`config.mk`:
```
export PLATFORM = sky130hd
export DESIGN_NAME = hall_sensor_speed_direction_decoder_unit
export DESIGN_NICKNAME = d
export VERILOG_FILES = /design/src/hdl/hssd_pkg.sv /design/src/hdl/hssd_queue.sv /design/src/hdl/hssd_front.sv /design/src/hdl/hssd_back.sv /design/src/hdl/hall_sensor_speed_direction_decoder_unit.sv
export VERILOG_INCLUDE_DIRS = /design/src /design/src/hdl
export SDC_FILE = /design/constraint.sdc
export NUM_CORES = 1
export LEC_CHECK = 0
export ABC_AREA = 0
export BUFFER_PORTS_ARGS = -buffer_cell sky130_fd_sc_hd__buf_4
export CORE_UTILIZATION = 45
export CTS_CLUSTER_DIAMETER = 150
export DETAILED_ROUTE_END_ITERATION = 10
export GPL_ROUTABILITY_DRIVEN = 0
export GPL_TIMING_DRIVEN = 0
export REMOVE_ABC_BUFFERS = 1
export SYNTH_ARGS = -nofsm -noshare
export SYNTH_HDL_FRONTEND = slang
export SYNTH_SLANG_ARGS = --single-unit
```
`constraint.sdc`:
```
create_clock -name clk -period 17.8 [get_ports clk]
set_input_delay 0.89 -clock clk [delete_from_list [all_inputs] [get_ports clk]]
set_output_delay 0.89 -clock clk [all_outputs]
set_load 0.03 [all_outputs]
```
`src/hdl/assert_macros.svh`:
```
// Assertion macros for the hall decoder RTL.
// Each macro expects clk and rst to be in scope at the point of use.
`ifndef ASSERT_MACROS_SVH
`define ASSERT_MACROS_SVH

// Same-cycle implication, disabled while in reset
`define ASSERT_IMPLIES(label, ante, cons) \
  label: assert property (@(posedge clk) disable iff (rst) (ante) |-> (cons)) \
    else $error("%m: assertion failed");

// Next-cycle implication, disabled while in reset
`define ASSERT_NEXT(label, ante, cons) \
  label: assert property (@(posedge clk) disable iff (rst) (ante) |=> (cons)) \
    else $error("%m: assertion failed");

`endif

```
`src/hdl/hssd_pkg.sv`:
```
// Shared types and constants for the hall sensor speed/direction decoder.
// No dependencies; used by the front end, the back end and the top level.
`timescale 1ns / 1ps
`default_nettype none

package hssd_pkg;

  // Field widths
  localparam int HALL_W      = 3;
  localparam int OUT_COUNT_W = 16;
  localparam int SPEED_W     = 26;
  localparam int TICKS_W     = 24;
  localparam int POLES_W     = 7;
  localparam int SCALE_W     = 16;
  localparam int CFG_INDEX_W = 2;
  localparam int CFG_DATA_W  = 24;

  // Register indexes
  localparam logic [CFG_INDEX_W-1:0] REG_WINDOW_TICKS = 2'd0;
  localparam logic [CFG_INDEX_W-1:0] REG_POLE_PAIRS   = 2'd1;
  localparam logic [CFG_INDEX_W-1:0] REG_RPM_SCALE    = 2'd2;

  // Register reset values
  localparam logic [TICKS_W-1:0] WINDOW_TICKS_RST = 24'd10000;
  localparam logic [POLES_W-1:0] POLE_PAIRS_RST   = 7'd7;
  localparam logic [SCALE_W-1:0] RPM_SCALE_RST    = 16'd1000;

  // Input word kinds
  localparam logic OP_HALL = 1'b0;
  localparam logic OP_TICK = 1'b1;

  // Hall codes that carry no sector
  localparam logic [HALL_W-1:0] HALL_NONE    = 3'd0;
  localparam logic [HALL_W-1:0] HALL_INVALID = 3'd7;

  // Depth of the queue between front and back
  localparam int QUEUE_DEPTH = 4;

  // Speed saturation limits (two's complement, 26 bits)
  localparam logic [SPEED_W-1:0] SPEED_MAX = 26'h1FF_FFFF;
  localparam logic [SPEED_W-1:0] SPEED_MIN = 26'h200_0000;

  // Direction step codes
  localparam logic [1:0] STEP_Z = 2'b00;
  localparam logic [1:0] STEP_U = 2'b01;
  localparam logic [1:0] STEP_D = 2'b11;

  // Direction table, [last code][new code]; row 6 kept as specified
  localparam logic [1:0] STEP_TABLE [8][8] = '{
    '{STEP_Z, STEP_Z, STEP_Z, STEP_Z, STEP_Z, STEP_Z, STEP_Z, STEP_Z},
    '{STEP_Z, STEP_Z, STEP_U, STEP_Z, STEP_D, STEP_Z, STEP_Z, STEP_Z},
    '{STEP_Z, STEP_D, STEP_Z, STEP_U, STEP_Z, STEP_Z, STEP_Z, STEP_Z},
    '{STEP_Z, STEP_Z, STEP_D, STEP_Z, STEP_Z, STEP_U, STEP_Z, STEP_Z},
    '{STEP_Z, STEP_U, STEP_Z, STEP_Z, STEP_Z, STEP_Z, STEP_D, STEP_Z},
    '{STEP_Z, STEP_Z, STEP_Z, STEP_D, STEP_Z, STEP_Z, STEP_U, STEP_Z},
    '{STEP_Z, STEP_Z, STEP_U, STEP_Z, STEP_D, STEP_Z, STEP_Z, STEP_Z},
    '{STEP_Z, STEP_Z, STEP_Z, STEP_Z, STEP_Z, STEP_Z, STEP_Z, STEP_Z}
  };

  // Speed scaling setup seen by the back end
  typedef struct packed {
    logic [POLES_W-1:0] pole_pairs;
    logic [SCALE_W-1:0] rpm_scale;
  } speed_cfg_t;

endpackage

`default_nettype wire

```
`src/hdl/hssd_queue.sv`:
```
// Small register FIFO between the front and back of the hall decoder.
// Depends on nothing but its parameters.
`timescale 1ns / 1ps
`default_nettype none

module hssd_queue #(
  parameter int WIDTH = 20,
  parameter int DEPTH = 4
) (
  input  logic             clk,
  input  logic             rst,
  input  logic             push,
  input  logic [WIDTH-1:0] wdata,
  output logic             full,
  input  logic             pop,
  output logic             valid,
  output logic [WIDTH-1:0] rdata
);

  localparam int PTR_W = (DEPTH > 1) ? $clog2(DEPTH) : 1;
  localparam int CNT_W = $clog2(DEPTH + 1);

  logic [WIDTH-1:0] slots [DEPTH];
  logic [PTR_W-1:0] wr_ptr;
  logic [PTR_W-1:0] rd_ptr;
  logic [CNT_W-1:0] fill;
  logic             do_push;
  logic             do_pop;

  assign full    = (fill == CNT_W'(DEPTH));
  assign valid   = (fill != '0);
  assign rdata   = slots[rd_ptr];
  assign do_push = push && !full;
  assign do_pop  = pop && valid;

  // Pointers and fill level
  always_ff @(posedge clk) begin
    if (rst) begin
      wr_ptr <= '0;
      rd_ptr <= '0;
      fill   <= '0;
    end else begin
      if (do_push) begin
        wr_ptr <= (wr_ptr == PTR_W'(DEPTH - 1)) ? '0 : wr_ptr + PTR_W'(1);
      end
      if (do_pop) begin
        rd_ptr <= (rd_ptr == PTR_W'(DEPTH - 1)) ? '0 : rd_ptr + PTR_W'(1);
      end
      if (do_push && !do_pop) begin
        fill <= fill + CNT_W'(1);
      end else if (do_pop && !do_push) begin
        fill <= fill - CNT_W'(1);
      end
    end
  end

  // Storage
  always_ff @(posedge clk) begin
    if (do_push) begin
      slots[wr_ptr] <= wdata;
    end
  end

endmodule

`default_nettype wire

```
`src/hdl/hssd_front.sv`:
```
// Front end: takes hall/tick words, tracks direction count and window timer.
// Uses hssd_pkg; feeds hssd_queue with {hall, done, count} words.
`timescale 1ns / 1ps
`default_nettype none

module hssd_front #(
  parameter int COUNT_BITS = 16
) (
  input  logic                              clk,
  input  logic                              rst,
  input  logic                              push,
  input  logic                              op,
  input  logic [hssd_pkg::HALL_W-1:0]       hall_code,
  input  logic [hssd_pkg::TICKS_W-1:0]      window_ticks,
  input  logic                              q_full,
  output logic                              q_push,
  output logic [COUNT_BITS+3:0]             q_data
);

  localparam logic [COUNT_BITS-1:0] CNT_MAX = {1'b0, {(COUNT_BITS-1){1'b1}}};
  localparam logic [COUNT_BITS-1:0] CNT_MIN = {1'b1, {(COUNT_BITS-1){1'b0}}};

  logic [hssd_pkg::HALL_W-1:0]  last_code;
  logic [hssd_pkg::HALL_W-1:0]  last_code_next;
  logic [COUNT_BITS-1:0]        sector_count;
  logic [COUNT_BITS-1:0]        sector_count_next;
  logic [hssd_pkg::TICKS_W-1:0] window_timer;
  logic [hssd_pkg::TICKS_W-1:0] window_timer_next;
  logic [hssd_pkg::TICKS_W-1:0] timer_inc;
  logic [hssd_pkg::TICKS_W-1:0] limit;
  logic [1:0]                   step;
  logic                         code_ok;
  logic                         done;

  assign q_push = push && !q_full;

  // Classify the word and work out the next state
  always_comb begin
    step              = hssd_pkg::STEP_TABLE[last_code][hall_code];
    code_ok           = (hall_code != hssd_pkg::HALL_NONE) &&
                        (hall_code != hssd_pkg::HALL_INVALID);
    timer_inc         = window_timer + hssd_pkg::TICKS_W'(1);
    limit             = (window_ticks == '0) ? hssd_pkg::TICKS_W'(1) : window_ticks;
    last_code_next    = last_code;
    sector_count_next = sector_count;
    window_timer_next = window_timer;
    done              = 1'b0;
    if (op == hssd_pkg::OP_HALL) begin
      if (code_ok) begin
        last_code_next = hall_code;
        // saturating step
        case (step)
          hssd_pkg::STEP_U: begin
            if (sector_count != CNT_MAX) begin
              sector_count_next = sector_count + COUNT_BITS'(1);
            end
          end
          hssd_pkg::STEP_D: begin
            if (sector_count != CNT_MIN) begin
              sector_count_next = sector_count - COUNT_BITS'(1);
            end
          end
          default: ;
        endcase
      end
    end else begin
      if (timer_inc >= limit) begin
        done              = 1'b1;
        window_timer_next = '0;
        sector_count_next = '0;
      end else begin
        window_timer_next = timer_inc;
      end
    end
  end

  // On a closing tick the count field carries the window's count; else the running count
  assign q_data = {last_code_next, done, done ? sector_count : sector_count_next};

  // State update on accept
  always_ff @(posedge clk) begin
    if (rst) begin
      last_code    <= '0;
      sector_count <= '0;
      window_timer <= '0;
    end else if (q_push) begin
      last_code    <= last_code_next;
      sector_count <= sector_count_next;
      window_timer <= window_timer_next;
    end
  end

endmodule

`default_nettype wire

```
`src/hdl/hssd_back.sv`:
```
// Back end: turns queued words into results, computing speed on window close.
// Uses hssd_pkg; reads words from hssd_queue and owns the output register.
`timescale 1ns / 1ps
`default_nettype none

module hssd_back #(
  parameter int COUNT_BITS = 16
) (
  input  logic                                     clk,
  input  logic                                     rst,
  input  logic                                     q_valid,
  input  logic [COUNT_BITS+3:0]                    q_data,
  output logic                                     q_pop,
  input  hssd_pkg::speed_cfg_t                     cfg,
  input  logic                                     pop,
  output logic                                     empty,
  output logic [hssd_pkg::HALL_W-1:0]              hall_state,
  output logic signed [hssd_pkg::OUT_COUNT_W-1:0]  running_count,
  output logic                                     window_done,
  output logic signed [hssd_pkg::OUT_COUNT_W-1:0]  window_count,
  output logic signed [hssd_pkg::SPEED_W-1:0]      speed_rpm,
  output logic                                     busy
);

  localparam int PROD_W = COUNT_BITS + hssd_pkg::SCALE_W;
  localparam int CYC_W  = $clog2(PROD_W + 1);
  localparam int QX_W   = (PROD_W > hssd_pkg::SPEED_W) ? PROD_W : hssd_pkg::SPEED_W + 1;
  localparam int PW     = hssd_pkg::POLES_W;

  localparam logic [1:0] ST_IDLE = 2'd0;
  localparam logic [1:0] ST_MUL  = 2'd1;
  localparam logic [1:0] ST_DIV  = 2'd2;
  localparam logic [1:0] ST_OUT  = 2'd3;

  logic [1:0]                        state;
  logic [COUNT_BITS-1:0]             mag;
  logic                              neg;
  logic [hssd_pkg::HALL_W-1:0]       hall_hold;
  logic [hssd_pkg::OUT_COUNT_W-1:0]  cnt_hold;
  logic [PROD_W-1:0]                 quot;
  logic [PW-1:0]                     rem;
  logic [CYC_W-1:0]                  cyc;
  logic                              out_valid;
  logic [hssd_pkg::OUT_COUNT_W-1:0]  latched_count;
  logic [hssd_pkg::SPEED_W-1:0]      latched_speed;

  logic [hssd_pkg::HALL_W-1:0]       h_hall;
  logic                              h_done;
  logic [COUNT_BITS-1:0]             h_count;
  logic                              slot_free;
  logic                              load_pass;
  logic                              load_win;
  logic [PW-1:0]                     divisor;
  logic [PW:0]                       shifted;
  logic [PW:0]                       trial;
  logic                              fits;
  logic [QX_W-1:0]                   qx;
  logic [hssd_pkg::SPEED_W-1:0]      speed_sat;

  // Head word fields
  assign h_hall  = q_data[COUNT_BITS+3:COUNT_BITS+1];
  assign h_done  = q_data[COUNT_BITS];
  assign h_count = q_data[COUNT_BITS-1:0];

  assign empty     = !out_valid;
  assign busy      = (state != ST_IDLE);
  assign slot_free = !out_valid || pop;
  assign q_pop     = q_valid && (state == ST_IDLE) && (h_done || slot_free);
  assign load_pass = q_pop && !h_done;
  assign load_win  = (state == ST_OUT) && slot_free;

  // One restoring divide step per cycle
  assign divisor = (cfg.pole_pairs == '0) ? PW'(1) : cfg.pole_pairs;
  assign shifted = {rem, quot[PROD_W-1]};
  assign trial   = shifted - {1'b0, divisor};
  assign fits    = (shifted >= {1'b0, divisor});

  // Saturate the signed quotient to the speed range
  always_comb begin
    qx = QX_W'(quot);
    if (neg) begin
      if (qx > QX_W'(hssd_pkg::SPEED_MIN)) begin
        speed_sat = hssd_pkg::SPEED_MIN;
      end else begin
        speed_sat = -qx[hssd_pkg::SPEED_W-1:0];
      end
    end else begin
      if (qx > QX_W'(hssd_pkg::SPEED_MAX)) begin
        speed_sat = hssd_pkg::SPEED_MAX;
      end else begin
        speed_sat = qx[hssd_pkg::SPEED_W-1:0];
      end
    end
  end

  // Sequencer: capture, multiply, divide, deliver
  always_ff @(posedge clk) begin
    if (rst) begin
      state         <= ST_IDLE;
      out_valid     <= 1'b0;
      latched_count <= '0;
      latched_speed <= '0;
    end else begin
      case (state)
        ST_IDLE: begin
          if (q_pop && h_done) begin
            state <= ST_MUL;
          end
        end
        ST_MUL: begin
          state <= ST_DIV;
        end
        ST_DIV: begin
          if (cyc == CYC_W'(1)) begin
            state <= ST_OUT;
          end
        end
        ST_OUT: begin
          if (slot_free) begin
            state <= ST_IDLE;
          end
        end
        default: state <= ST_IDLE;
      endcase
      if (load_win) begin
        latched_count <= cnt_hold;
        latched_speed <= speed_sat;
      end
      if (load_pass || load_win) begin
        out_valid <= 1'b1;
      end else if (pop) begin
        out_valid <= 1'b0;
      end
    end
  end

  // Datapath of the speed computation
  always_ff @(posedge clk) begin
    case (state)
      ST_IDLE: begin
        if (q_pop && h_done) begin
          neg       <= h_count[COUNT_BITS-1];
          mag       <= h_count[COUNT_BITS-1] ? -h_count : h_count;
          hall_hold <= h_hall;
          cnt_hold  <= hssd_pkg::OUT_COUNT_W'($signed(h_count));
        end
      end
      ST_MUL: begin
        quot <= PROD_W'(mag) * PROD_W'(cfg.rpm_scale);
        rem  <= '0;
        cyc  <= CYC_W'(PROD_W);
      end
      ST_DIV: begin
        quot <= {quot[PROD_W-2:0], fits};
        rem  <= fits ? trial[PW-1:0] : shifted[PW-1:0];
        cyc  <= cyc - CYC_W'(1);
      end
      default: ;
    endcase
  end

  // Result register
  always_ff @(posedge clk) begin
    if (load_pass) begin
      hall_state    <= h_hall;
      running_count <= hssd_pkg::OUT_COUNT_W'($signed(h_count));
      window_done   <= 1'b0;
      window_count  <= latched_count;
      speed_rpm     <= latched_speed;
    end else if (load_win) begin
      hall_state    <= hall_hold;
      running_count <= '0;
      window_done   <= 1'b1;
      window_count  <= cnt_hold;
      speed_rpm     <= speed_sat;
    end
  end

endmodule

`default_nettype wire

```
`src/hdl/hall_sensor_speed_direction_decoder_unit.sv`:
```
// Hall sensor speed/direction decoder: top level with configuration registers.
// Uses hssd_pkg, hssd_front, hssd_queue, hssd_back and assert_macros.svh.
`timescale 1ns / 1ps
`default_nettype none

`include "assert_macros.svh"

// Each input word is a hall code sample (op = 0) or one time tick (op = 1) and
// yields exactly one result word, in order. The front end accepts a word in
// every cycle while the 4-word internal queue has room (full low), so hall
// edges and ticks may arrive back to back. Words that do not close a window
// leave the back end at one per cycle while it is idle and its result slot is
// free. A tick that closes a window keeps the back end busy through a capture,
// one multiply by rpm_scale, one restoring divide step per product bit
// (COUNT_BITS + 16) against pole_pairs, and a delivery that waits for a free
// result slot. Words behind it wait in the queue, then drain at one per cycle
// while the slot is free. Configuration is written through cfg_valid/cfg_ready
// (always ready) and must only change while no word is in flight.
module hall_sensor_speed_direction_decoder_unit #(
  parameter int COUNT_BITS = 16
) (
  input  logic                                     clk,
  input  logic                                     rst,
  // input queue side
  input  logic                                     push,
  output logic                                     full,
  input  logic                                     op,
  input  logic [hssd_pkg::HALL_W-1:0]              hall_code,
  // result queue side
  output logic                                     empty,
  input  logic                                     pop,
  output logic [hssd_pkg::HALL_W-1:0]              hall_state,
  output logic signed [hssd_pkg::OUT_COUNT_W-1:0]  running_count,
  output logic                                     window_done,
  output logic signed [hssd_pkg::OUT_COUNT_W-1:0]  window_count,
  output logic signed [hssd_pkg::SPEED_W-1:0]      speed_rpm,
  // configuration
  input  logic                                     cfg_valid,
  output logic                                     cfg_ready,
  input  logic [hssd_pkg::CFG_INDEX_W-1:0]         cfg_index,
  input  logic [hssd_pkg::CFG_DATA_W-1:0]          cfg_data
);

  localparam int ENTRY_W = COUNT_BITS + 4;

  logic [hssd_pkg::TICKS_W-1:0] window_ticks;
  logic [hssd_pkg::POLES_W-1:0] pole_pairs;
  logic [hssd_pkg::SCALE_W-1:0] rpm_scale;
  hssd_pkg::speed_cfg_t         speed_cfg;

  logic               q_push;
  logic               q_full;
  logic [ENTRY_W-1:0] q_wdata;
  logic               q_pop;
  logic               q_valid;
  logic [ENTRY_W-1:0] q_rdata;
  logic               q_head_done;
  logic               be_busy;

  assign cfg_ready   = 1'b1;
  assign full        = q_full;
  assign q_head_done = q_rdata[COUNT_BITS];

  // Configuration registers
  always_ff @(posedge clk) begin
    if (rst) begin
      window_ticks <= hssd_pkg::WINDOW_TICKS_RST;
      pole_pairs   <= hssd_pkg::POLE_PAIRS_RST;
      rpm_scale    <= hssd_pkg::RPM_SCALE_RST;
    end else if (cfg_valid && cfg_ready) begin
      case (cfg_index)
        hssd_pkg::REG_WINDOW_TICKS: window_ticks <= cfg_data;
        hssd_pkg::REG_POLE_PAIRS:   pole_pairs   <= cfg_data[hssd_pkg::POLES_W-1:0];
        hssd_pkg::REG_RPM_SCALE:    rpm_scale    <= cfg_data[hssd_pkg::SCALE_W-1:0];
        default: ;
      endcase
    end
  end

  assign speed_cfg.pole_pairs = pole_pairs;
  assign speed_cfg.rpm_scale  = rpm_scale;

  // Front end
  hssd_front #(
    .COUNT_BITS(COUNT_BITS)
  ) u_front (
    .clk          (clk),
    .rst          (rst),
    .push         (push),
    .op           (op),
    .hall_code    (hall_code),
    .window_ticks (window_ticks),
    .q_full       (q_full),
    .q_push       (q_push),
    .q_data       (q_wdata)
  );

  // Decoupling queue
  hssd_queue #(
    .WIDTH (ENTRY_W),
    .DEPTH (hssd_pkg::QUEUE_DEPTH)
  ) u_queue (
    .clk   (clk),
    .rst   (rst),
    .push  (q_push),
    .wdata (q_wdata),
    .full  (q_full),
    .pop   (q_pop),
    .valid (q_valid),
    .rdata (q_rdata)
  );

  // Back end
  hssd_back #(
    .COUNT_BITS(COUNT_BITS)
  ) u_back (
    .clk           (clk),
    .rst           (rst),
    .q_valid       (q_valid),
    .q_data        (q_rdata),
    .q_pop         (q_pop),
    .cfg           (speed_cfg),
    .pop           (pop),
    .empty         (empty),
    .hall_state    (hall_state),
    .running_count (running_count),
    .window_done   (window_done),
    .window_count  (window_count),
    .speed_rpm     (speed_rpm),
    .busy          (be_busy)
  );

  // Checks
  `ASSERT_IMPLIES(a_done_clears_count, !empty && window_done, running_count == 16'sd0)
  `ASSERT_IMPLIES(a_pop_has_word, q_pop, q_valid)
  `ASSERT_NEXT(a_window_starts_back, q_pop && q_head_done, be_busy)

endmodule

`default_nettype wire
```
**Word level (Yosys, flattened, before mapping)**

Memories as Yosys holds them, arrays and structs flattened. A register that Yosys moved wholly into a read port is not among the register bits.
Index checks and enable logic that the tools add are counted.

- Bits in registers: 285
- Latch bits: 0
- Memory bits (writable): 80
- Bits in read-only memories: 128
- Bits of input ports: 35
- Memories kept: 2

Memory list:

| name | depth | width | read ports | clocked after memory_dff | write ports | RTL line | text |
|---|---|---|---|---|---|---|---|
| (name not given) | 8 | 16 | 1 | 0 | 0 | hssd_front.sv:39 | `step = hssd_pkg::STEP_TABLE[last_code][hall_code];` |
| u_queue.slots | 4 | 20 | 1 | 1 | 1 | hssd_queue.sv:23 | `logic [WIDTH-1:0] slots [DEPTH];` |

- $add $sub $neg: 11
- Multiply operators: 1
- Div/mod/pow operators: 0
- Order comparisons: 6
- Equality and inequality tests: 17
- Shift-type cells: 0
- Mux-type cells: 49
- Bitwise operators: 2
- Reductions and logical operators: 35

Operators with widths:

| cell | count |
|---|---|
| 16-bit two-way mux | 12 |
| 26-bit two-way mux | 5 |
| 32-bit case mux with 2 select lines | 1 |
| 24-bit two-way mux | 2 |
| 32-bit by 25-bit greater-than comparator with 1-bit output, second input constant | 1 |
| 32-bit by 26-bit greater-than comparator with 1-bit output, second input constant | 1 |
| 16-bit by 16-bit multiplier with 32-bit output | 1 |
| 16-bit case mux with 2 select lines | 1 |
| 26-bit negation | 1 |
| 24-bit by 1-bit adder with 24-bit output, second input constant | 1 |
| 24-bit greater-or-equal comparator | 1 |
| 24-bit logical NOT | 1 |
| 2-bit two-way mux | 9 |
| 3-bit two-way mux | 6 |
| 16-bit by 1-bit adder with 16-bit output, second input constant | 1 |
| 16-bit by 15-bit != test with 1-bit output, second input constant | 1 |
| 16-bit != test, second input constant | 1 |
| 16-bit negation | 1 |
| 16-bit by 1-bit subtractor with 16-bit output, second input constant | 1 |
| 15-bit two-way mux | 1 |
| 7-bit two-way mux | 2 |
| 7-bit case mux with 2 select lines | 1 |
| 2-bit == test, second input constant | 6 |
| 6-bit case mux with 2 select lines | 1 |
| other kinds (26) | 62 |

**Depth between registers and ports, before layout**

Gate-level depths: netlist (run 1).

- Depth after elaboration: 12
- Gate-level depth with buffers: 24
- Depth with buffers taken out: 22

**Cells and area by module**

From an unflattened synthesis (run 1), not the netlist that was laid out.

- Cell total of the unflattened synthesis: 2766
- Area total of the unflattened synthesis: 26819.5 um2

Modules (own cells, without submodules):

| module | instances | cells an instance | area an instance (um2) | seq. area each (um2) |
|---|---|---|---|---|
| hssd_back | 1 | 1845 | 17341.6 | 5124.9 |
| hssd_front | 1 | 570 | 4093.9 | 860.8 |
| hssd_queue | 1 | 154 | 3368.2 | 2582.5 |
| hall_sensor_speed_direction_decoder_unit | 1 | 197 | 2015.7 | 940.9 |

**Least setup slack after synthesis (run 1)**

Ideal clock, no wire load.

- Path kind: register -> register
- Start point: reg rpm_scale[9] in the netlist's numbering
- End point: reg u_back.quot[29] (data pin)
- Library setup time: 0.267 ns
- Data arrival time: 6.103 ns
- Slack: 11.430 ns
- Cell stages (with the launch flop): 22
- Buffers on the path: 2
- Clock period less this slack: 6.370 ns
- Cell sequence: dfxtp_1 clkbuf_1 clkbuf_1 nand2_1 fa_1 fa_1 inv_1 fa_1 fa_1 fa_1 inv_1 fa_1 inv_1 ha_1 a211oi_1 o211ai_1 a221o_1 a2111oi_0 nor2_1 a211oi_1 xor2_1 o21ai_0

- Word-level cells in the longest chain between the ends: 2

Ends and longest elaborated chain:

| item | RTL line | text |
|---|---|---|
| start, declared | hall_sensor_speed_direction_decoder_unit.sv:48 | `logic [hssd_pkg::SCALE_W-1:0] rpm_scale;` |
| start signal, assigned | hall_sensor_speed_direction_decoder_unit.sv:69 | `rpm_scale <= hssd_pkg::RPM_SCALE_RST;` |
| start signal, assigned | hall_sensor_speed_direction_decoder_unit.sv:74 | `hssd_pkg::REG_RPM_SCALE: rpm_scale <= cfg_data[hssd_pkg::SCALE_W-1:0];` |
| 16-bit by 16-bit multiplier with 32-bit output | hssd_back.sv:149 | `quot <= PROD_W'(mag) * PROD_W'(cfg.rpm_scale);` |
| 32-bit case mux with 2 select lines | hssd_back.sv:139 | `case (state)` |
| end signal, assigned | hssd_back.sv:149 |  |
| end signal, assigned | hssd_back.sv:154 | `quot <= {quot[PROD_W-2:0], fits};` |
| end, declared | hssd_back.sv:40 | `logic [PROD_W-1:0] quot;` |

Every way passes these cells.
A chain may end at the register's enable or synchronous reset.

**Worst setup path in the final report (run 1)**

- Start point: reg rpm_scale[3] in the netlist's numbering
- End point: reg u_back.quot[29] (data pin)

The elaborated chain is that of the path after synthesis.

==> flow_summary.yaml, run 1 <==
sta:
  hold_viol_final: 0
  relSlewSlack: 0.174
  rsz0062_at_grt: "false"
  skew_ns: 0.0283
  min_period_ns: 7.42
  fin_tns_setup_ns: 0
  timing.final.crit_share: 0.417
  tightest_slew_ns: 1.24
  drv_slew: 0
  fmax_mhz: 135
  setup_viol: 0
route:
  ant_nets: 0
  first_pass_iters: 7
  via_count: 19500
  drt_iter0_drc: 1349
  wirelength_um: 62600
  drc_errors: 0
  route.detailed.wl_per_inst_um: 17.7
  viasPerCell: 5.51
floorplanning:
  initial_core_util: 0.458
  die_y_um: 242
  die-area_um2: 58500
  rows: 87
  coreArea_um2: 56600
  die_x_um: 242
  ioPinCount: 100
synth:
  synth.area.top_cells: "edfxtp_1 (25%), fa_1 (15%), dfxtp_1 (11%)"
  netlist_top_cells_count: "nand2_1 (469), inv_1 (294), edfxtp_1 (220)"
  muxShareOfSynthArea: 0.0301
  synth-edff-count: 220
  netlist-cell-type-count: 81
  synth_compound_area_frac: 0.0957
  synth_top_family_by_area: "adder cells"
  synth_top_area_share: 0.255
  synthCells: 2738
  synth_area_per_cell_um2: 9.46
  synth_top_area_cell: "edfxtp_1"
  yosysMostFrequentCell: "nand2_1"
  synth-seq-cells: 365
  synth_area_um2: 25900
  async_reset_ff_frac: 0
  ys_warn_count: 0
  seq_area_frac_synth: 0.367
  synth_xor_area_frac: 0.0274
  synth-simple-area-share: 0.190
  synth_fa_ha_area_frac: 0.225
  ys.flop_type: "edfxtp_1"
clock_network:
  cts_buffers: 40
  hold_buffers: 0
  clkLatencyLatePin_ns: 0.56
  clk_pin_slew_worst_paths_ns: 0.06
  post_cts_resized: 0
  post-cts-setup-buffer-count: 0
  htree_levels: 2
  cts.sinks: 365
  clk_path_buf_depth: 3
  clockRootBuffer: "clkbuf_16"
  cts_tree: "yes"
global_route:
  grt_pass1_vias: 19900
  grt_overflow: 0
  grt_use_total: 0.218
  grt_max_degree: 93
  antenna_found_initial: 0
  grt_pass1_wl_um: 103000
place:
  portBuffers: 98
  placed_area_um2: 27200
  dpl.hpwl_um: 45100
final_layout:
  diodes: 0
  fill_cells: 5246
  final_cell_area_um2: 28600
  fin_nets: 3131
  area_delta_synth_final_pct: 10.2
  drive_gt1_frac: 0.0831
worst_setup_path:
  startpoint_type: "flop"
  critPathMaxFanout: 17
  worst_setup_path_end_kind: "flop"
  arrival_ns: 7.73
  cp_data_required_time_ns: 18.11
  crit_type: "reg2reg"
outcome:
  status: "finished clean"
min_path:
  hold_path_class: "reg2reg"
run:
  max-cap-violations: 0
[area by class of cell]
type,count,area (µm²),share of cell area
multi-input combinational,1935,14800,0.517
sequential,365,9510,0.333
inverter,297,1120,0.0391
clock buffer,53,1110,0.0389
tap,756,946,0.0331
timing repair buffer,109,910,0.0318
clock inverter,21,201,0.00705
[cell families after synthesis]
| family | Yosys count |
|---|---|
| adder cells (fa/ha/maj) | 348 |
| AND/OR/NAND/NOR | 1041 |
| flip-flops | 365 |
| XOR/XNOR | 81 |
| other | 1 |
| multiplexers | 53 |
| buffers and inverters | 438 |
| AO/OA/AOI/OAI | 411 |
[worst max-delay path: stages (launching register included)]
cell and delay [ns]:
dfxtp_1 0.91, nand2_1 0.18, fa_1 0.60, fa_1 0.43, fa_1 0.53, inv_1 0.05
fa_1 0.49, fa_1 0.55, inv_1 0.05, fa_1 0.52, inv_1 0.05, ha_1 0.34
and3_1 0.21, and3_1 0.20, a211o_1 0.34, a2111oi_0 0.79, nor2_1 0.24, a211oi_1 0.35
xor2_1 0.18, o21ai_0 0.09
[stage by stage]
stage | setup WS [ns] | cells | hold slack (ns) | util
after global routing | 10.06 | 3536 | 0.473 | 0.505
after detailed placement | 10.46 | 3462 | 0.448 | 0.481
final | 10.38 | 3536 | 0.456 | 0.505
after CTS | 10.46 | 3536 | 0.456 | 0.505
after floorplan | 11.40 | 2597 | 0.427 | -
after global placement | 8.45 | 3451 | 0.441 | 0.478
[registers in the layout (all words and copies together), names as in the netlist, 3 cells and up, named ones only]
| register | count |
|---|---|
| u_front.last_code | 3 |
| u_back.quot | 32 |
| u_back.mag | 16 |
| u_back.hall_hold | 3 |
| u_back.window_count | 16 |
| window_ticks | 24 |
| u_queue.fill | 3 |
| pole_pairs | 7 |
| u_back.latched_count | 16 |
| u_back.latched_speed | 26 |
| u_front.window_timer | 24 |
| u_back.rem | 7 |
| rpm_scale | 16 |
| u_back.cnt_hold | 14 |
| u_back.cyc | 6 |
| u_back.running_count | 16 |
| u_queue.slots | 80 |
| u_back.speed_rpm | 26 |
| u_front.sector_count | 16 |
| u_back.hall_state | 3 |
[layer usage]
| metal | up-vias | share of wire | GRT usage |
|---|---|---|---|
| li1 | 9211 | - | - |
| met1 | 9706 | 0.44 | 0.284 |
| met2 | 441 | 0.49 | 0.374 |
| met3 | 111 | 0.044 | 0.0292 |
| met4 | 0 | 0.027 | 0.0698 |
| met5 | - | 0 | 0 |
[worst paths after layout]
kind	startpoint	end	slack (ns)	cells past startpoint
worst min register to register	u_back.latched_count[5]	u_back.latched_count[5]	0.46	2
worst min-delay path	u_back.latched_count[5]	u_back.latched_count[5]	0.46	2
worst max-delay path	rpm_scale[3]	u_back.quot[29]	10.38	19
worst max register to register	rpm_scale[3]	u_back.quot[29]	10.38	19
[layout by cell type, fill, tap and decap left out, types with 16 or more instances in the layout]
| master | netlist | final |
|---|---|---|
| nand2_1 | 469 | 467 |
| inv_1 | 294 | 294 |
| edfxtp_1 | 220 | 220 |
| fa_1 | 196 | 196 |
| a21oi_1 | 160 | 159 |
| nor2_1 | 155 | 155 |
| ha_1 | 152 | 150 |
| and2_1 | 148 | 146 |
| dfxtp_1 | 145 | 144 |
| buf_4 | 4 | 98 |
| o21ai_0 | 96 | 96 |
| nand3_1 | 64 | 64 |
| nor3_1 | 45 | 44 |
| xnor2_1 | 43 | 43 |
| clkbuf_16 | 0 | 42 |
| xor2_1 | 38 | 38 |
| mux2i_1 | 24 | 24 |
| nand4_1 | 22 | 22 |
| mux4_2 | 19 | 19 |
| nor4_1 | 19 | 19 |
| nand2b_1 | 18 | 18 |
| a21o_1 | 18 | 18 |
| a31oi_1 | 17 | 17 |
| o22ai_1 | 16 | 16 |
| or3_1 | 17 | 16 |
| nor2b_1 | 16 | 16 |
Power of run 1 is not shown: default switching activity piles up to over one toggle a cycle in this logic, so the estimate is an artifact.
==> inputs of run 2 (changes only) <==
Settings changed: ABC_AREA 0 to 1.
Clock period 17.8 ns to 6.7 ns, I/O delays scaled along.
==> run 2 against run 1 <==
Global-route usage increased by 0.28 points. Routed wire length up 6.9%. Non-clock buffer count grew 37. Worst hold slack got worse by 0.44 ns. Utilization barely moved. First-iteration DRC count is 15% lower. Final area rose by 6.6%.
==> flow_summary.yaml, run 2 <==
global_route:
  grt_pass1_vias: 21300
  grt_max_degree: 84
  grt_use_total: 0.221
  antenna_found_initial: 0
  grt_overflow: 0
  grt_pass1_wl_um: 111000
place:
  placed_area_um2: 28700
  dpl.hpwl_um: 48500
  portBuffers: 98
worst_setup_path:
  crit_type: "reg2reg"
  worst_setup_path_end_kind: "flop"
  startpoint_type: "flop"
  arrival_ns: 6.67
  reg2reg_slack_ns: 0.34
  r2r_start: "rpm_scale[8]"
  r2r-end: "u_back.quot[24]"
  critPathMaxFanout: 17
  cp_data_required_time_ns: 7.01
  r2r_cells: 19
route:
  drt_iter0_drc: 1145
  wirelength_um: 66900
  ant_nets: 0
  route.detailed.wl_per_inst_um: 15.7
  drc_errors: 0
  viasPerCell: 5.07
  via_count: 21700
  first_pass_iters: 7
synth:
  netlist-cell-type-count: 59
  netlist_top_cells_count: "nand2_1 (796), inv_1 (608), nor2_1 (266)"
  async_reset_ff_frac: 0
  ys_warn_count: 0
  synth-seq-cells: 365
  seq_area_frac_synth: 0.346
  yosysMostFrequentCell: "nand2_1"
  ys.flop_type: "edfxtp_1"
  synth_top_area_cell: "edfxtp_1"
  synth-edff-count: 220
  synth.area.top_cells: "edfxtp_1 (24%), fa_1 (14%), nand2_1 (11%)"
  synthCells: 3438
  synth_area_per_cell_um2: 7.99
  synth_top_area_share: 0.241
  synth_area_um2: 27500
outcome:
  status: "finished clean"
sta:
  skew_ns: 0.0317
  drv_slew: 0
  rsz0062_at_grt: "false"
  hold_viol_final: 0
  min_period_ns: 6.36
  fin_tns_setup_ns: 0
  tightest_slew_ns: 1.23
  fmax_mhz: 157
  setup_viol: 0
  relSlewSlack: 0.173
  whs_ns: 0.0189
  timing.final.crit_share: 0.949
floorplanning:
  die_x_um: 249
  die_y_um: 249
  rows: 90
  coreArea_um2: 60400
  ioPinCount: 100
  die-area_um2: 62000
  initial_core_util: 0.455
final_layout:
  top_register: "u_queue.slots"
  seqCellArea_um2: 9520
  fin_nets: 3842
  diodes: 0
  multi_input_area_um2: 14900
  largest_reg_flops: 80
  mostFrequentLayoutCells: "nand2_1 (794), inv_1 (606), nor2_1 (261)"
  final_common_cell: "nand2_1"
  largestRegisters: "u_queue.slots: 80 flops, u_back.quot: 32 flops"
  drive_gt1_frac: 0.0851
  final_core_util: 0.504
  area_delta_synth_final_pct: 10.8
  fill_cells: 5922
  final_cell_area_um2: 30400
clock_network:
  clockRootBuffer: "clkbuf_16"
  clk_pin_slew_worst_paths_ns: 0.06
  clkLatencyLatePin_ns: 0.59
  cts_tree: "yes"
  htree_levels: 2
  cts.sinks: 365
  clk_path_buf_depth: 3
  cts_buffers: 40
min_path:
  worst_hold_path.endpoint: "pole_pairs[2]"
  hold_path_class: "in2reg"
  hold_depth: 3
  worstHoldStart: "cfg_data[2]"
run:
  max-cap-violations: 0
run 2: cell types whose count changed in the layout (fill, tap and decap cells not counted), sizes merged, moves of 111 or more:
cell	before	now
and2	148	1
nand3	64	203
nor2	155	285
nand2	470	814
inv	296	626
o21ai	101	212
run 2: routing by layer:
metal,track usage,part of all wire,wire length [µm]
met5,0,0,0
met4,0.0672,0.026,1730
met3,0.0308,0.043,2890
met2,0.381,0.49,32500
met1,0.286,0.44,29800
run 2: area by class of cell:
class | instances | area share
clock buffers | 57 | 0.0361
multi-input cells | 2279 | 0.490
flip-flops and latches | 365 | 0.313
inverters | 627 | 0.0774
clock inverters | 17 | 0.00580
well taps | 782 | 0.0321
repair buffers | 146 | 0.0461
run 2: repair_timing:
| item | 4_1_cts | 5_1_grt |
|---|---|---|
| setup endpoints to repair | 2 | 7 |
| hold endpoints to repair | 17 | 0 |
| gates cloned | 0 | 0 |
| hold buffers | 15 | 0 |
| setup buffers | 4 | 19 |
| pin swaps | 0 | 0 |
| gates resized for setup | 0 | 10 |
run 2: worst max path at each step:
stage	from	to	slack, ns
detailed placement	u_back.mag[0]	u_back.quot[24]	-0.05
global placement	flop	u_back.out_valid	-1.57
finish	rpm_scale[8]	u_back.quot[24]	0.34
CTS	u_back.mag[1]	u_back.quot[24]	0.14
global route	rpm_scale[13]	u_back.quot[24]	0.001
floorplan	u_back.mag[0]	u_back.quot[24]	1.07
run 2: logic make-up (layout without fill, tap and decap cells):
kind of cell | Yosys count | after routing | synth area share
xor+xnor | 67 | 67 | 0.0214
fa+ha+maj | 348 | 348 | 0.212
simple gates | 1413 | 1413 | 0.219
flops | 365 | 365 | 0.346
compound gates | 450 | 450 | 0.0882
other cells | 1 | 1 | 0.000137
buf+inv | 794 | 847 | 0.113
run 2: metrics by stage:
stage,setup WS [ns],std cells
2_1_floorplan,1.07,3271
3_3_place_gp,-1.57,4151
3_5_place_dp,-0.0482,4161
4_1_cts,0.145,4254
5_1_grt,0.00127,4273
6_report,0.344,4273
run 2: worst max-delay path, stage by stage (launching register included):
cell      delay, ns
dfxtp_1        0.87
nand2_1        0.16
fa_1           0.54
inv_1          0.05
fa_1           0.53
fa_1           0.47
fa_1           0.54
fa_1           0.55
inv_1          0.05
fa_1           0.52
inv_1          0.04
ha_1           0.36
a21oi_1        0.20
a21boi_0       0.31
o21ai_0        0.19
nand2_1        0.09
nand3_1        0.11
or2_2          0.29
nand3_1        0.11
o21ai_0        0.09
Power of run 2 is left out for the same reason.
==> inputs of run 3 (changes only) <==
Settings changed: REMOVE_ABC_BUFFERS 1 to default.
Clock period 6.7 ns to 6.14 ns, I/O delays scaled along.
==> run 3 against run 2 <==
Setup slack worse by 0.14 ns. Routed wire length up 18%. Utilization up 1.4 points. Critical path depth unchanged. Via count up 6.3%. Clock-buffer cell count up 4. Critical path type unchanged. Flip-flop and latch count unchanged. Register-to-register slack worse by 0.14 ns. First-iteration DRC count up 80%. Sequential share of layout area down 0.75 points. Die area unchanged. Clock skew down 0.0034 ns.
==> flow_summary.yaml, run 3 (synthesized netlist as in run 2, its figures left out) <==
outcome:
  status: "finished clean"
clock_network:
  clk_path_buf_depth: 3
  clockRootBuffer: "clkbuf_16"
  htree_levels: 2
  cts_buffers: 43
  cts.sinks: 365
  clk_pin_slew_worst_paths_ns: 0.06
  clkLatencyLatePin_ns: 0.58
  cts_tree: "yes"
route:
  wirelength_um: 79100
  via_count: 23000
  drc_errors: 0
  ant_nets: 0
  drt_iter0_drc: 2059
  viasPerCell: 5.21
  first_pass_iters: 5
  route.detailed.wl_per_inst_um: 17.9
worst_setup_path:
  slowest_stage: "fa_1"
  critPathMaxFanout: 10
  cp_data_required_time_ns: 6.45
  critPathMaxStageDelay_ns: 0.61
  path_cells: "clkbuf_2, nand2_1, inv_1, fa_1, fa_1, fa_1, fa_1, fa_1, inv_1, fa_1, inv_1, ha_2, a21oi_2, o21ai_1, a21oi_1, nand3_2, or2_2, nand3_1, o21ai_0"
  startpoint_type: "flop"
  arrival_ns: 6.25
  worst_setup_path_end_kind: "flop"
  crit_type: "reg2reg"
  cpMostUsedCell: "fa_1"
  reg2reg_slack_ns: 0.20
sta:
  layout_setup_ws_ns: 0.202
  hold_viol_final: 0
  min_period_ns: 5.94
  skew_ns: 0.0283
  whs_ns: 0.00933
  setup_viol: 0
  fmax_mhz: 168
  timing.final.crit_share: 0.967
  relSlewSlack: 0.371
  tightest_slew_ns: 0.933
  drv_slew: 0
global_route:
  grt_overflow: 0
  antenna_found_initial: 3
  grt_use_total: 0.255
  grt_max_degree: 55
  grt_pass1_vias: 22000
  grt_pass1_wl_um: 124000
final_layout:
  fin_nets: 3982
  largestRegisters: "u_queue.slots: 80 flops, u_back.quot: 32 flops"
  largest_reg_flops: 80
  mostFrequentLayoutCells: "nand2_1 (794), inv_1 (608), nor2_1 (258)"
  area_delta_synth_final_pct: 13.9
  top_register: "u_queue.slots"
  final_cells: 4420
  final_common_cell: "nand2_1"
  drive_gt1_frac: 0.110
  final_core_util: 0.518
floorplanning:
  ioPinCount: 100
  die_y_um: 249
  coreArea_um2: 60400
  die_x_um: 249
  die-area_um2: 62000
  initial_core_util: 0.455
  rows: 90
place:
  dp_cells: 4324
  dp_slack_ns: -0.753
  portBuffers: 97
  dpl.hpwl_um: 61200
run:
  max-cap-violations: 0
synth:
  synthesis.nets: 3821
min_path:
  hold_path_class: "in2reg"
run 3: cell count changes in the layout (fill, tap and decap cells not counted), sizes merged:
cell / before / now
inv: 626 / 625
bufinv: 2 / 1
clkinv: 16 / 19
clkbuf: 57 / 129
clkinvlp: 0 / 1
dlygate4sd3: 15 / 20
diode: 0 / 4
buf: 131 / 195
run 3: layout make-up:
class	instances	area [µm²]
buffer	131	717
fill	5779	29100
multi-input combinational	2279	15000
tap	782	978
sequential	365	9550
antenna	4	10.0
clock buffer	61	1220
timing repair buffer	152	1290
inverter	627	2360
clock inverter	19	173
run 3: critical path, delay by kind of cell, from the launching register on:
family	cells	cell delay (ns)
buffers and inverters	4	0.41
AOI/OAI and AO/OA	4	0.61
adders and majority gates	7	3.53
DFF	1	0.47
and+or+nand+nor	4	0.68
run 3: per-layer routing:
layer / GRT usage / up-vias / wire, µm
met1: 0.343 / 11000 / 34400
met4: 0.0802 / 2 / 2260
met3: 0.0352 / 114 / 4890
met5: 0 / - / 13
met2: 0.426 / 696 / 37500
li1: - / 11200 / -
run 3: through the flow:
step | TNS [ns] | instance area [µm²]
after floorplan | 0 | 27500
after global placement | -10.70 | 29200
after detailed placement | -10.97 | 29300
after CTS | 0 | 31100
after global routing | -0.0258 | 31300
final | 0 | 31300
run 3: final timing paths:
path                                              start                       to  cells past startpoint
worst max-delay path                      u_back.mag[2]          u_back.quot[23]                     19
worst min-delay path                        cfg_data[5]             rpm_scale[5]                      3
worst max register to register            u_back.mag[2]          u_back.quot[23]                     19
worst min register to register  u_back.latched_count[3]  u_back.latched_count[3]                      2
run 3: repair_timing:
item,in CTS,in global routing
hold buffers,20,0
endpoints found under the setup margin,21,16
buffers inserted,21,7
gates resized for setup,62,84
pin swaps,0,2
hold endpoints to repair,26,0
Power of run 3 is left out for the same reason.
